[src/rtl/dbee_pkg.sv]
`timescale 1ns / 1ps
package dbee_pkg;

	typedef enum logic [2:0] {
		PH_LEAD,
		PH_NUM1,
		PH_SP1,
		PH_SP2,
		PH_NUM2,
		PH_ZERO,
		PH_FIRST,
		PH_BOTH
	} phase_t;

	typedef enum logic [1:0] {
		OP_ADD,
		OP_SUB,
		OP_MUL,
		OP_DIV
	} op_t;

	typedef enum logic [1:0] {
		RK_ZERO,
		RK_FIRST,
		RK_CALC
	} res_kind_t;

	typedef enum logic [1:0] {
		EX_IDLE,
		EX_DIV,
		EX_WB
	} exec_state_t;

	typedef struct packed {
		res_kind_t kind;
		op_t       op;
		logic      sat;
	} cmd_ctl_t;

	localparam int OUT_WIDTH = 32;

	localparam logic [7:0] CH_PLUS  = 8'd43;
	localparam logic [7:0] CH_MINUS = 8'd45;
	localparam logic [7:0] CH_STAR  = 8'd42;
	localparam logic [7:0] CH_SLASH = 8'd47;
	localparam logic [7:0] CH_SPACE = 8'd32;
	localparam logic [7:0] CH_TAB   = 8'd9;
	localparam logic [7:0] CH_CR    = 8'd13;
	localparam logic [7:0] CH_ZERO  = 8'd48;
	localparam logic [7:0] CH_NINE  = 8'd57;

	function automatic logic is_ws(input logic [7:0] c);
		return (c == CH_SPACE) || ((c >= CH_TAB) && (c <= CH_CR));
	endfunction

	function automatic logic is_dig(input logic [7:0] c);
		return (c >= CH_ZERO) && (c <= CH_NINE);
	endfunction

	function automatic logic is_opchar(input logic [7:0] c);
		return (c == CH_PLUS) || (c == CH_MINUS) || (c == CH_STAR) || (c == CH_SLASH);
	endfunction

	function automatic op_t op_of(input logic [7:0] c);
		op_t o;
		unique case (c)
			CH_MINUS: o = OP_SUB;
			CH_STAR:  o = OP_MUL;
			CH_SLASH: o = OP_DIV;
			default:  o = OP_ADD;
		endcase
		return o;
	endfunction

endpackage

[src/rtl/dbee_parser.sv]
`timescale 1ns / 1ps
module dbee_parser
	import dbee_pkg::*;
#(
	parameter int VALUE_WIDTH = 32
) (
	input  logic                   clk,
	input  logic                   arst_n,
	input  logic                   take,
	input  logic                   mode,
	input  logic [7:0]             character,
	output logic                   push,
	output cmd_ctl_t               cmd_ctl,
	output logic [VALUE_WIDTH-2:0] cmd_a,
	output logic [VALUE_WIDTH-2:0] cmd_b
);

	localparam int OW = VALUE_WIDTH - 1;
	localparam int AW = OW + 4;
	localparam logic [OW-1:0] OMAX = {OW{1'b1}};

	phase_t        phase_q, phase_d;
	op_t           op_q, op_d;
	logic [OW-1:0] first_q, second_q;
	logic          sat_q;

	logic          is_char;
	logic          dig;
	logic [OW-1:0] acc_in;
	logic [AW-1:0] acc_wide;
	logic          acc_ovf;
	logic [OW-1:0] acc_res;
	logic          wr_first, wr_second;

	assign is_char = take && !mode;
	assign dig     = is_dig(character);

	always_comb begin
		phase_d = phase_q;
		op_d    = op_q;
		if (is_char) begin
			unique case (phase_q)
				PH_LEAD: begin
					if (dig) phase_d = PH_NUM1;
					else if (!is_ws(character)) phase_d = PH_ZERO;
				end
				PH_NUM1: begin
					if (!dig) begin
						if (is_ws(character)) begin
							phase_d = PH_SP1;
						end else if (is_opchar(character)) begin
							phase_d = PH_SP2;
							op_d    = op_of(character);
						end else begin
							phase_d = PH_FIRST;
						end
					end
				end
				PH_SP1: begin
					if (!is_ws(character)) begin
						if (is_opchar(character)) begin
							phase_d = PH_SP2;
							op_d    = op_of(character);
						end else begin
							phase_d = PH_FIRST;
						end
					end
				end
				PH_SP2: begin
					if (dig) phase_d = PH_NUM2;
					else if (!is_ws(character)) phase_d = (op_q == OP_MUL) ? PH_ZERO : PH_FIRST;
				end
				PH_NUM2: begin
					if (!dig) phase_d = PH_BOTH;
				end
				default: begin
				end
			endcase
		end
	end

	always_comb begin
		wr_first  = is_char && dig && ((phase_q == PH_LEAD) || (phase_q == PH_NUM1));
		wr_second = is_char && dig && ((phase_q == PH_SP2) || (phase_q == PH_NUM2));
		unique case (phase_q)
			PH_NUM1: acc_in = first_q;
			PH_NUM2: acc_in = second_q;
			default: acc_in = '0;
		endcase
		acc_wide = (AW'(acc_in) << 3) + (AW'(acc_in) << 1) + AW'(character - CH_ZERO);
		acc_ovf  = acc_wide > AW'(OMAX);
		acc_res  = acc_ovf ? OMAX : acc_wide[OW-1:0];

		push         = take && mode;
		cmd_a        = first_q;
		cmd_b        = second_q;
		cmd_ctl.op   = op_q;
		cmd_ctl.sat  = sat_q;
		unique case (phase_q)
			PH_NUM1, PH_SP1, PH_FIRST: cmd_ctl.kind = RK_FIRST;
			PH_SP2:                    cmd_ctl.kind = (op_q == OP_MUL) ? RK_ZERO : RK_FIRST;
			PH_NUM2, PH_BOTH:          cmd_ctl.kind = RK_CALC;
			default:                   cmd_ctl.kind = RK_ZERO;
		endcase
	end

	always_ff @(posedge clk or negedge arst_n) begin
		if (!arst_n) begin
			phase_q  <= PH_LEAD;
			op_q     <= OP_ADD;
			first_q  <= '0;
			second_q <= '0;
			sat_q    <= 1'b0;
		end else if (push) begin
			phase_q  <= PH_LEAD;
			op_q     <= OP_ADD;
			first_q  <= '0;
			second_q <= '0;
			sat_q    <= 1'b0;
		end else begin
			phase_q <= phase_d;
			op_q    <= op_d;
			if (wr_first) first_q <= acc_res;
			if (wr_second) second_q <= acc_res;
			if ((wr_first || wr_second) && acc_ovf) sat_q <= 1'b1;
		end
	end

endmodule

[src/rtl/dbee_queue.sv]
`timescale 1ns / 1ps
module dbee_queue #(
	parameter int WIDTH = 8
) (
	input  logic             clk,
	input  logic             arst_n,
	input  logic             push,
	input  logic [WIDTH-1:0] push_data,
	input  logic             pop,
	output logic             full,
	output logic             not_empty,
	output logic [WIDTH-1:0] pop_data
);

	logic [WIDTH-1:0] entry_q [2];
	logic             wptr_q, rptr_q;
	logic [1:0]       count_q;

	assign full      = count_q == 2'd2;
	assign not_empty = count_q != 2'd0;
	assign pop_data  = entry_q[rptr_q];

	always_ff @(posedge clk) begin
		if (push) entry_q[wptr_q] <= push_data;
	end

	always_ff @(posedge clk or negedge arst_n) begin
		if (!arst_n) begin
			wptr_q  <= 1'b0;
			rptr_q  <= 1'b0;
			count_q <= 2'd0;
		end else begin
			if (push) wptr_q <= !wptr_q;
			if (pop) rptr_q <= !rptr_q;
			case ({push, pop})
				2'b10:   count_q <= count_q + 2'd1;
				2'b01:   count_q <= count_q - 2'd1;
				default: count_q <= count_q;
			endcase
		end
	end

endmodule

[src/rtl/dbee_exec.sv]
`timescale 1ns / 1ps
module dbee_exec
	import dbee_pkg::*;
#(
	parameter int VALUE_WIDTH = 32
) (
	input  logic                   clk,
	input  logic                   arst_n,
	input  logic                   cmd_valid,
	input  cmd_ctl_t               cmd_ctl,
	input  logic [VALUE_WIDTH-2:0] cmd_a,
	input  logic [VALUE_WIDTH-2:0] cmd_b,
	output logic                   pop,
	output logic                   out_valid,
	input  logic                   out_ready,
	output logic [OUT_WIDTH-1:0]   out_value,
	output logic                   out_dz,
	output logic                   out_ovf
);

	localparam int OW = VALUE_WIDTH - 1;
	localparam int MW = (VALUE_WIDTH < OUT_WIDTH) ? VALUE_WIDTH : OUT_WIDTH;
	localparam int CW = $clog2(OW);

	exec_state_t state_q, state_d;

	logic                 valid_q;
	logic [OUT_WIDTH-1:0] value_q;
	logic                 dz_q, ovf_q;

	logic [OW-1:0] dvd_q, rem_q, dvs_q;
	logic [CW-1:0] cnt_q;
	logic          dsat_q;

	logic          slot_free;
	logic          b_zero;
	logic          is_div;
	logic          load_out;
	logic          start_div;
	logic [MW-1:0] am, bm, prod, res;
	logic          res_dz, res_ovf;
	logic [OW:0]   trial;
	logic          ge;

	assign slot_free = !valid_q || out_ready;
	assign b_zero    = cmd_b == '0;
	assign is_div    = (cmd_ctl.kind == RK_CALC) && (cmd_ctl.op == OP_DIV) && !b_zero;

	always_comb begin
		state_d = state_q;
		unique case (state_q)
			EX_IDLE: if (cmd_valid && is_div) state_d = EX_DIV;
			EX_DIV:  if (cnt_q == '0) state_d = EX_WB;
			EX_WB:   if (slot_free) state_d = EX_IDLE;
			default: state_d = EX_IDLE;
		endcase
	end

	always_comb begin
		start_div = (state_q == EX_IDLE) && cmd_valid && is_div;
		pop       = start_div || ((state_q == EX_IDLE) && cmd_valid && slot_free);
		load_out  = ((state_q == EX_IDLE) && cmd_valid && !is_div && slot_free)
			|| ((state_q == EX_WB) && slot_free);

		am   = MW'(cmd_a);
		bm   = MW'(cmd_b);
		prod = am * bm;

		res_dz  = 1'b0;
		res_ovf = cmd_ctl.sat;
		case (cmd_ctl.kind)
			RK_FIRST: res = am;
			RK_CALC: begin
				case (cmd_ctl.op)
					OP_ADD:  res = am + bm;
					OP_SUB:  res = am - bm;
					OP_MUL:  res = prod;
					default: begin
						res    = '0;
						res_dz = 1'b1;
					end
				endcase
			end
			default: res = '0;
		endcase
		if (state_q == EX_WB) begin
			res     = MW'(dvd_q);
			res_dz  = 1'b0;
			res_ovf = dsat_q;
		end

		trial = {rem_q, dvd_q[OW-1]};
		ge    = trial >= {1'b0, dvs_q};
	end

	always_ff @(posedge clk) begin
		if (load_out) begin
			value_q <= OUT_WIDTH'(res);
			dz_q    <= res_dz;
			ovf_q   <= res_ovf;
		end
		if (start_div) begin
			dvd_q  <= cmd_a;
			dvs_q  <= cmd_b;
			rem_q  <= '0;
			dsat_q <= cmd_ctl.sat;
			cnt_q  <= CW'(OW - 1);
		end else if (state_q == EX_DIV) begin
			rem_q <= ge ? OW'(trial - {1'b0, dvs_q}) : trial[OW-1:0];
			dvd_q <= {dvd_q[OW-2:0], ge};
			cnt_q <= cnt_q - CW'(1);
		end
	end

	always_ff @(posedge clk or negedge arst_n) begin
		if (!arst_n) begin
			state_q <= EX_IDLE;
			valid_q <= 1'b0;
		end else begin
			state_q <= state_d;
			if (load_out) valid_q <= 1'b1;
			else if (out_ready) valid_q <= 1'b0;
		end
	end

	assign out_valid = valid_q;
	assign out_value = value_q;
	assign out_dz    = dz_q;
	assign out_ovf   = ovf_q;

endmodule

[src/rtl/decimal_binary_expr_evaluator_core.sv]
`timescale 1ns / 1ps
// Decimal expression evaluator: "number op number" over a byte stream.
// Input stream s_*: one transfer per character (s_tuser = 0, byte in s_tdata),
// then one transfer with s_tuser = 1 closing the string. Characters are taken
// one per cycle while s_tready is high; only a closing transfer yields a result.
// Output stream m_*: one transfer per closed string, value in m_tdata,
// divide-by-zero and operand-saturation flags in m_tuser.
// Results of an empty, single-number, add, subtract or multiply expression go
// straight from the queue into the output register; a division result comes
// from the one-bit-per-cycle restoring divider.
// A two-entry command queue sits between parser and executor, so the parser
// keeps taking characters while a division runs or m_tready is low; s_tready
// drops only when the queue is full, and the input then waits.
// A result held in the output register stays until m_tready is seen.
// Reset clears the parser to its leading-whitespace state and empties
// queue and output register; no clearing pass is needed.
module decimal_binary_expr_evaluator_core
	import dbee_pkg::*;
#(
	parameter int VALUE_WIDTH = 32
) (
	input  logic        clk,
	input  logic        arst_n,
	input  logic        s_tvalid,
	output logic        s_tready,
	input  logic [7:0]  s_tdata,  // [7:0] character
	input  logic        s_tuser,  // [0] mode
	output logic        m_tvalid,
	input  logic        m_tready,
	output logic [31:0] m_tdata,  // [31:0] value
	output logic [1:0]  m_tuser   // [0] divide_by_zero, [1] number_overflow
);

	localparam int OW = VALUE_WIDTH - 1;
	localparam int CTLW = $bits(cmd_ctl_t);
	localparam int QW = CTLW + 2 * OW;

	logic          take;
	logic          push;
	cmd_ctl_t      p_ctl, e_ctl;
	logic [OW-1:0] p_a, p_b, e_a, e_b;
	logic          q_full, q_valid, pop;
	logic [QW-1:0] q_out;

	assign s_tready = !q_full;
	assign take     = s_tvalid && s_tready;

	dbee_parser #(.VALUE_WIDTH(VALUE_WIDTH)) u_parser (
		.clk       (clk),
		.arst_n    (arst_n),
		.take      (take),
		.mode      (s_tuser),
		.character (s_tdata),
		.push      (push),
		.cmd_ctl   (p_ctl),
		.cmd_a     (p_a),
		.cmd_b     (p_b)
	);

	dbee_queue #(.WIDTH(QW)) u_queue (
		.clk       (clk),
		.arst_n    (arst_n),
		.push      (push),
		.push_data ({p_a, p_b, p_ctl}),
		.pop       (pop),
		.full      (q_full),
		.not_empty (q_valid),
		.pop_data  (q_out)
	);

	assign e_ctl = cmd_ctl_t'(q_out[CTLW-1:0]);
	assign e_b   = q_out[CTLW+OW-1:CTLW];
	assign e_a   = q_out[QW-1:CTLW+OW];

	dbee_exec #(.VALUE_WIDTH(VALUE_WIDTH)) u_exec (
		.clk       (clk),
		.arst_n    (arst_n),
		.cmd_valid (q_valid),
		.cmd_ctl   (e_ctl),
		.cmd_a     (e_a),
		.cmd_b     (e_b),
		.pop       (pop),
		.out_valid (m_tvalid),
		.out_ready (m_tready),
		.out_value (m_tdata),
		.out_dz    (m_tuser[0]),
		.out_ovf   (m_tuser[1])
	);

endmodule

[config.mk]
export PLATFORM = sky130hd
export DESIGN_NAME = decimal_binary_expr_evaluator_core
export DESIGN_NICKNAME = d
export VERILOG_FILES = /design/src/rtl/dbee_pkg.sv /design/src/rtl/dbee_parser.sv /design/src/rtl/dbee_queue.sv /design/src/rtl/dbee_exec.sv /design/src/rtl/decimal_binary_expr_evaluator_core.sv
export SDC_FILE = /design/constraint.sdc
export NUM_CORES = 2
export LEC_CHECK = 0
export ABC_CLOCK_PERIOD_IN_PS = 10900
export BUFFER_PORTS_ARGS = -buffer_cell sky130_fd_sc_hd__buf_2
export CELL_PAD_IN_SITES_DETAIL_PLACEMENT = 1
export CELL_PAD_IN_SITES_GLOBAL_PLACEMENT = 1
export CORE_MARGIN = 1.5
export CORE_UTILIZATION = 45
export CTS_CLUSTER_SIZE = 30
export DETAILED_ROUTE_END_ITERATION = 6
export PLACE_DENSITY = 0.76
export SLEW_MARGIN = 40
export SYNTH_ARGS = -nofsm -noshare
export SYNTH_HDL_FRONTEND = slang
export SYNTH_HIERARCHICAL = 1
export SYNTH_SLANG_ARGS = --single-unit
export TNS_END_PERCENT = 50
[constraint.sdc]
create_clock -name clk -period 10.9 [get_ports clk]
set_input_delay 0.545 -clock clk [delete_from_list [all_inputs] [get_ports clk]]
set_output_delay 0.545 -clock clk [all_outputs]
set_load 0.03 [all_outputs]
==> metrics.md <==
| Metric | Value |
|---|---|
| Status | complete, no violations |
| Largest net degree at the start of global routing | between 70 and 80 |
| Sum of negative setup slack | 0 ns |
| Number of global-route vias before repair | 30618 |
| Grt met3 use | 0.0377 |
| Period utilization | 0.835 |
| Via count | 27948 |
| Number of flops mapped to enable cells by yosys | 231 |
| Clock Sinks | 342 |
| Async S/R FF share, synth | 0.219 |
| Share of cells above drive strength 1 | 0.0726 |
| Crit path capture type | flip-flop |
| Row cnt | 104 |
| Port buffer count | 48 |
| WS Path Type | flip-flop to flip-flop |
| CTS tree | done |
| Drt initial violations | 1878 |
| Hold/Removal Path Class | input pin to flip-flop |
| Post-synth top flop | edfxtp_1 |
| Post-Synthesis Cells | 3798 |
| Filler cells | 9017 |
| DR DRC count | 0 |
| Final setup vio count | 0 |
| GP Congestion | 0.900 |
| Clock period minus worst slack | between 9 and 10 ns |
| R2R Setup Slk | 1.79 ns |
| Slew margin rel. | 0.431 |
| Total track usage | 0.285 |
| CP startpoint kind | flip-flop |
| Die ar. | between 0.08 and 0.09 sq mm |
| Core area | 0.0803 sq mm |
| RSZ-0062 raised after global routing | false |
| Main area contributors after synthesis | fa_1, edfxtp_1, ha_1 |
| Critical path arrival | 9.44 ns |
| Fmax achieved | 110 MHz |
| Area grow syn2layout | 6.65% |
| Worst path slowest cell | dfrtp_4 |
| H-tree levels | 2 |
| Drt pass-1 iters | 5 |
| Yosys cell types | 92 |
| CP required | 11.23 ns |
| Final hold vios | 0 |
| Clock slew at reported path FFs | 0.06 ns |
| Commonest non-fill, non-tap cell in the layout | inv_1 |
| Met2 GRT Util | 0.489 |
| Most frequent cells in the layout | inv_1, nand2_1, fa_1 |
| Mapped Nets | 4479 |
| Final Core Density | 0.483 |
| First-pass GRT wire length | 180 mm |
| GRT overflow | 0 |
| Setup Buffers After CTS | 0 |
| Fin. max-slew vios | 0 |
| Root Driver | clkbuf_16 |
| Max-Cap Viols | 0 |
| Clk buf depth | 3 |
| Ports | 49 |
| Final WL | ~120 mm |
| CTS buffer count | 43 |
| Via density | 5.81 |
| Post-DP HPWL | 84.3 mm |
| Busiest grt layer | met2 |
| Latest clock arrival within the worst-skew pair | 0.61 ns |
| Die width | 287 microns |
| Top-area cell type share of the netlist area | 0.243 |
| Initial core utilization | 0.453 |
| FF+latch count, synth | 342 |
| CP max stage delay | 0.82 ns |
| Area of the mapped netlist | 0.0364 sq mm |
| Final Skew | 0.0376 ns |
| Per-cell routed wire length | about 24 microns |
| CP max FO | 34 |
| Actual slew at the worst max-slew pin | ~0.84 ns |
| Met1 GRT Util | 0.366 |
| Ys Warns | 6 |
| Post-detailed-route count of antenna-violating nets | 0 |
| Chip Height | 287 microns |
| CP most frequent cell | fa_1 |
| Post-synth top area cell | fa_1 |
| Post-synthesis sequential area ratio | 0.262 |
| Final #Nets | around 4400 |
| Synth Area per Inst | 9.58 sq um |
| Initial antenna violation count | 2 |
## logic make-up after synthesis
logic type | Yosys count | synth area share
simple gates | 1064 | 0.140
buf+inv | 765 | 0.0824
compound gates | 688 | 0.123
fa+ha+maj | 669 | 0.321
flops | 342 | 0.262
xor+xnor | 192 | 0.0462
mux | 78 | 0.0259
## Yosys cell counts, types with 7 or more instances
library cell / n
dfxtp_1: 36
nor2b_1: 23
o21bai_1: 13
xor2_1: 77
mux2_2: 50
o21a_1: 21
inv_1: 547
xnor2_1: 115
nor4_1: 7
buf_6: 10
o22ai_1: 7
a21oi_2: 14
nand3_1: 55
a211o_1: 7
o21ai_0: 133
a21o_1: 48
buf_2: 21
a21oi_1: 144
dfrtp_1: 75
mux2_4: 20
a211oi_1: 13
o31ai_1: 13
nand2b_1: 27
o211ai_1: 9
a22oi_1: 22
a222oi_1: 7
edfxtp_1: 231
ha_1: 227
and2_1: 237
a31oi_1: 70
clkbuf_1: 173
buf_1: 7
a22o_1: 36
fa_1: 441
nand4_1: 20
mux2i_1: 8
nor2_1: 123
o21ai_1: 61
nand2_1: 493
nor3_1: 29
## final cells by class
cell class              count  area [sq um]  share of cell area
clock inverters            29           294             0.00757
multi-input cells        2691         23900               0.616
diodes                      2          5.00            0.000129
clock buffers              51          1120              0.0288
flip-flops and latches    342          9540               0.246
well taps                1060          1330              0.0342
inverters                 551          2070              0.0533
repair buffers             85           567              0.0146
## sequential cells by signal (all words and copies together), names as in the netlist, 2 cells and up
register          count
u_parser/cmd_b       31
u_exec/dvs_q         31
u_parser/phase_q      3
u_exec/dvd_q         31
u_exec/cnt_q          5
u_queue/entry_q     134
u_exec/out_value     32
u_exec/state_q        2
u_parser/cmd_a       31
u_exec/rem_q         31
u_queue/count_q       2
u_parser/op_q         2
## routing by layer
metal  share of wire  up-vias
met4           0.038        4
met3           0.053      234
met5         0.00022        -
met2            0.49      843
li1                -    12310
met1            0.42    14557
## per-stage QoR
stage | cells | hold slack, ns | cell area, sq um | setup slack [ns]
2_1_floorplan | 3798 | 0.249 | 36400 | 2.61
3_3_place_gp | 4726 | 0.456 | 37300 | 1.96
3_5_place_dp | 4726 | 0.472 | 37300 | 1.83
4_1_cts | 4806 | 0.0115 | 38800 | 1.79
5_1_grt | 4809 | 0.266 | 38800 | 1.46
6_report | 4811 | 0.259 | 38800 | 1.79
## worst max-delay path: cells and delay by family, from the launching register on
family | cells | cell delay (ns)
buffers and inverters | 5 | 0.68
DFF | 1 | 0.82
muxes | 1 | 0.52
and+or+nand+nor | 4 | 0.95
AOI/OAI and AO/OA | 7 | 1.49
adders and majority gates | 9 | 4.31
## worst paths after layout
path	depth (start not counted)	from	end
max in group asynchronous	3	arst_n	u_parser/cmd_a[20]$_DFFE_PN0P_
hold reg to reg	2	u_exec/rem_q[30]$_SDFFE_PP0P_	u_exec/rem_q[30]$_SDFFE_PP0P_
setup / recovery	26	u_queue/rptr_q$_DFFE_PN0P_	u_exec/out_value[28]$_DFFE_PP_
hold / removal	3	s_tdata[0]	u_parser/cmd_b[0]$_DFFE_PN0P_
setup reg to reg	26	u_queue/rptr_q$_DFFE_PN0P_	u_exec/out_value[28]$_DFFE_PP_
min in group asynchronous	2	arst_n	u_parser/cmd_b[0]$_DFFE_PN0P_
## what timing repair did
action | CTS | global route
endpoints found under the hold margin | 0 | 17
hold buffers | 0 | 1
gates resized for setup | 0 | 0
Power is left out: the tool's default activity adds up to more than one toggle a clock period on the data nets, which glitch-free logic cannot reach.
